[src/design/periodic_timer_slot_table_unit_assert.svh]
// Assertion macros for the periodic timer slot table
`ifndef PERIODIC_TIMER_SLOT_TABLE_UNIT_ASSERT_SVH
`define PERIODIC_TIMER_SLOT_TABLE_UNIT_ASSERT_SVH

// same-cycle implication
`define PTST_ASSERT_NOW(lbl, clk, rstn, ante, cons, msg) \
  lbl: assert property (@(posedge clk) disable iff (!rstn) (ante) |-> (cons)) \
    else $error(msg);

// next-cycle implication
`define PTST_ASSERT_NEXT(lbl, clk, rstn, ante, cons, msg) \
  lbl: assert property (@(posedge clk) disable iff (!rstn) (ante) |=> (cons)) \
    else $error(msg);

`endif

[src/design/ptst_pkg.sv]
// Types and codes shared by the periodic timer slot table
`timescale 1ns / 1ps
`default_nettype none

package ptst_pkg;

  typedef enum logic [2:0] {
    FN_CREATE = 3'd0,
    FN_KILL   = 3'd1,
    FN_SETPER = 3'd2,
    FN_SETCNT = 3'd3,
    FN_ADDCNT = 3'd4,
    FN_TICK   = 3'd5
  } func_e;

  typedef enum logic [1:0] {
    ST_OK       = 2'd0,
    ST_BADARG   = 2'd1,
    ST_NOTFOUND = 2'd2,
    ST_OVERFLOW = 2'd3
  } status_e;

  localparam logic KIND_REPLY = 1'b0;
  localparam logic KIND_FIRE  = 1'b1;

  typedef struct packed {
    logic        valid;
    func_e       func;
    logic [7:0]  id;
    logic [31:0] period;
    logic [31:0] count;
    logic        bad;
    logic        claimed;
    logic [7:0]  slot;
    logic        hit;
  } tok_t;

endpackage

`default_nettype wire

[src/design/ptst_cell.sv]
// One timer slot: holds its state and passes the command token to the next slot
`timescale 1ns / 1ps
`default_nettype none

module ptst_cell
  import ptst_pkg::*;
#(
  parameter int SLOT_IDX = 0
) (
  input  wire logic        clk_i,
  input  wire logic        rst_ni,
  input  wire logic        en_i,
  input  wire logic [31:0] time_i,
  input  wire tok_t        tok_i,
  output tok_t             tok_o,
  output logic             fire_o
);

  logic        used_q;
  logic [31:0] period_q;
  logic [31:0] limit_q;
  logic [31:0] calls_q;
  logic [31:0] due_q;
  tok_t        tok_q;
  tok_t        tok_d;

  logic        fire;
  logic        claim;
  logic        target;
  logic [31:0] calls_inc;
  logic [31:0] mag;
  logic        neg;

  always_comb begin
    calls_inc = calls_q + 32'd1;
    mag       = 32'd0 - tok_i.count;
    neg       = tok_i.count[31];
    fire      = tok_i.valid && (tok_i.func == FN_TICK) && used_q && !(time_i < due_q);
    claim     = tok_i.valid && (tok_i.func == FN_CREATE) && !used_q && !tok_i.claimed;
    target    = tok_i.valid && !tok_i.bad && (tok_i.id == 8'(SLOT_IDX))
                && (tok_i.func inside {FN_KILL, FN_SETPER, FN_SETCNT, FN_ADDCNT});
    tok_d     = tok_i;
    if (claim) begin
      tok_d.claimed = 1'b1;
      tok_d.slot    = 8'(SLOT_IDX);
    end
    if (target) begin
      tok_d.hit = used_q;
    end
  end

  always_ff @(posedge clk_i or negedge rst_ni) begin
    if (!rst_ni) begin
      used_q <= 1'b0;
      tok_q  <= '0;
    end else if (en_i) begin
      tok_q <= tok_d;
      if (fire && (limit_q != 32'd0) && (calls_inc >= limit_q)) begin
        used_q <= 1'b0;
      end
      if (claim) begin
        used_q <= 1'b1;
      end
      if (target && used_q) begin
        case (tok_i.func)
          FN_KILL: used_q <= 1'b0;
          FN_ADDCNT: begin
            if (neg && (limit_q <= mag)) begin
              used_q <= 1'b0;
            end
          end
          default: used_q <= used_q;
        endcase
      end
    end
  end

  always_ff @(posedge clk_i) begin
    if (en_i) begin
      if (fire) begin
        due_q   <= time_i + period_q;
        calls_q <= calls_inc;
      end
      if (claim) begin
        period_q <= tok_i.period;
        limit_q  <= tok_i.count;
        calls_q  <= 32'd0;
        due_q    <= time_i + tok_i.period;
      end
      if (target && used_q) begin
        case (tok_i.func)
          FN_SETPER: period_q <= tok_i.period;
          FN_SETCNT: limit_q  <= tok_i.count;
          FN_ADDCNT: begin
            if (!neg) begin
              limit_q <= limit_q + tok_i.count;
            end else if (limit_q > mag) begin
              limit_q <= limit_q - mag;
            end
          end
          default: period_q <= period_q;
        endcase
      end
    end
  end

  assign tok_o  = tok_q;
  assign fire_o = fire;

endmodule

`default_nettype wire

[config.mk]
export PLATFORM = sky130hd
export DESIGN_NAME = ptst_cell
export DESIGN_NICKNAME = d
export VERILOG_FILES = /design/src/design/periodic_timer_slot_table_unit_assert.svh /design/src/design/ptst_pkg.sv /design/src/design/ptst_cell.sv
export SDC_FILE = /design/constraint.sdc
export NUM_CORES = 1
export LEC_CHECK = 0
export ABC_CLOCK_PERIOD_IN_PS = 11900
export BUFFER_PORTS_ARGS = -buffer_cell sky130_fd_sc_hd__buf_2
export CAP_MARGIN = 10
export CORE_MARGIN = 2
export CORE_UTILIZATION = 30
export DETAILED_ROUTE_END_ITERATION = 8
export GPL_ROUTABILITY_DRIVEN = 0
export MAX_ROUTING_LAYER = met4
export PLACE_DENSITY = 0.57
export SLEW_MARGIN = 15
export SYNTH_ARGS = -nofsm -noshare
export SYNTH_HDL_FRONTEND = slang
export SYNTH_SLANG_ARGS = --single-unit
[constraint.sdc]
create_clock -name clk_i -period 11.9 [get_ports clk_i]
set_clock_uncertainty 0.1 [all_clocks]
set_input_delay 1.19 -clock clk_i [delete_from_list [all_inputs] [get_ports clk_i]]
set_output_delay 1.19 -clock clk_i [all_outputs]
set_load 0.01 [all_outputs]
==> results.yml <==
finish:
  final_area_mm2: 0.0200
  nFillCells: 5785
  syn2layout_area_growth_pct: 15.9
  final_common_cell: "nand2_1"
  final_cell_mix: "nand2_1, buf_2, ha_1"
  nets: 2308
  drive_above_1_share_pct: 19.9
yosys:
  ys_seq_area_share_pct: 35.1
  yosysWarnings: 0
  synthArstFlopShare_pct: 40.7
  synth_edf_count: 128
  synth_cell_type_count: 88
  syn_avg_cell_area_um2: 9.31
  ys.flop_type: "edfxtp_1"
  synth_nets: 2134
  ys_seq_elements: 216
  synthTopCellsByArea: "edfxtp_1, dfrtp_1, ha_1"
  netlist_area_mm2: 0.0172
  synthCells: 1850
  yosysTopAreaCell: "edfxtp_1"
  yosysTopAreaCellShare_pct: 22.3
detailed_routing:
  vias: 15000
  viasPerCell: 5.35
  drt-pass1-iter-count: 6
  wl_per_cell_um: 19.4
  route.detailed.drc: 0
  drt_iter0_drc: 1158
  final_antenna_net_count: 0
  wl_um: 54300
placed_design:
  port_buffers: 209
  placed_area_mm2: 0.0190
  dp_hpwl_um: 41000
clock_tree:
  htreeDepth: 1
  root_buffer: "clkbuf_16"
  postCtsHoldBufs: 0
  cts_tree: "yes"
  ctsResizeCount: 0
  post-cts-setup-buffer-count: 0
  path_clk_slew_ps: 60
  cts.sinks: 216
  clock_path_buffers: 3
  clk-insertion-delay-late_ps: 570
  cts_made_buffers: 28
timing:
  setup_viol: 0
  fin_crit_sh_pct: 60.0
  max_freq_mhz: 140
  max_slew.worst_pin.slew_ps: 1040
  rsz0062_at_grt: "no"
  min_period_ps: 7150
  slew_headroom_pct: 30.5
  hold_viol: 0
  slew_viol_final: 0
  tns_ps: 0
flow_run:
  maxCapViolations: 0
grt:
  grt.overflow.total: 0
  first_global_vias: 15043
  grt_use_total_pct: 18.5
  antenna_found_initial: 1
  grt_max_degree: 83
  grt_first_pass_wirelength_um: 84700
floorplanning:
  ios: 210
  dieArea_mm2: 0.0594
  die_h_um: 244
  start_util_pct: 30.4
  die_w_um: 244
  coreArea_mm2: 0.0566
  core.rowCount: 87
outcome:
  status: "complete, no violations"
worst_setup_path:
  crit_type: "in -> reg"
  timing.rr.end: "due_q[31]"
  arrival_ps: 7360
  worstRegToRegCells: 16
  rrSetupSlack_ps: 6740
  r2r_start: "used_q"
  required_ps: 12120
  startpoint_type: "input port"
  crit_fanout: 32
  crit_path_end_kind: "flip-flop"
power:
  vdd_drop_max_uv: 103
  leakagePower_nw: 8.65
  p_per_area_mw_per_mm2: 120
min_path:
  hold_end: "tok_o[22]"
  min_path_type: "reg -> reg"
  hp-start: "tok_o[22]"
  hold_path_depth: 1
-- synthesized netlist by cell type, types with 52 or more instances --
master,count
nand2_1,212
ha_1,159
edfxtp_1,128
a21oi_1,114
mux2_2,108
inv_1,105
nor2_1,103
dfrtp_1,88
o21ai_0,88
xnor2_1,79
xor2_1,57
a21o_1,53
clkbuf_1,52
-- layer usage --
| metal | vias up | global-route usage, % | wire (um) |
|---|---|---|---|
| met5 | - | - | 0 |
| met1 | 7247 | 23.8 | 23800 |
| li1 | 7157 | - | - |
| met3 | 91 | 2.82 | 3510 |
| met2 | 505 | 30.0 | 25300 |
| met4 | 0 | 5.69 | 1700 |
-- worst max path at each step --
| stage | end | slack [ps] | startpoint |
|---|---|---|---|
| floorplan | limit_q[31] | 6170 | tok_i[27] |
| global placement | limit_q[31] | 4440 | tok_i[15] |
| detailed placement | limit_q[31] | 4240 | tok_i[15] |
| CTS | limit_q[31] | 4850 | tok_i[15] |
| global route | limit_q[25] | 4290 | tok_i[15] |
| finish | limit_q[31] | 4750 | tok_i[15] |
-- flip-flops by register name, indices dropped and copies added (netlist names) --
| signal | flops |
|---|---|
| limit_q | 32 |
| period_q | 32 |
| tok_o | 87 |
| used_q | 1 |
| due_q | 32 |
| calls_q | 32 |
-- logic make-up after synthesis --
logic type	count (synthesis)	synth area share, %
adder cells (fa/ha/maj)	162	11.9
AO/OA/AOI/OAI	446	17.2
XOR/XNOR	136	6.91
buffers and inverters	179	4.22
flip-flops	216	35.1
multiplexers	130	8.34
AND/OR/NAND/NOR	581	16.3
-- final cells by class --
cell class	count	area, um2	area share [%]
multi-input cells	1455	10500	52.5
flip-flops and latches	216	6050	30.3
clock inverters	10	101	0.507
inverters	105	394	1.97
repair buffers	218	1120	5.62
clock buffers	42	878	4.40
diodes	1	2.50	0.0125
well taps	756	946	4.74
-- per-stage QoR --
stage	hold WS [ps]	worst slack (ps)	util [%]	instances	power (mW)
floorplan	449	6170	-	1850	1.31
global placement	385	4440	33.6	2750	1.49
detailed placement	390	4240	33.6	2750	1.50
CTS	403	4850	35.3	2802	2.41
global route	417	4290	35.3	2803	2.52
finish	402	4750	35.3	2803	2.40
-- critical path, stage by stage --
cell	delay, ps
buf_2	140
or3_1	400
nor3_1	270
nand2b_1	170
nor3_1	370
nand3_1	400
or2_2	430
nor3_2	130
xor2_1	90
ha_1	420
nand3_1	170
nor3_1	280
nand3_1	140
or4_1	520
o2bb2ai_1	760
or2_2	880
nand3_1	230
a32oi_1	270
nand3_1	90
-- power breakdown --
part	switching, mW	internal, mW
Sequential	0.0394	0.853
Combinational	0.354	0.251
Clock	0.350	0.551
Total	0.743	1.65
Note: power is estimated with default switching activity, not from simulation.
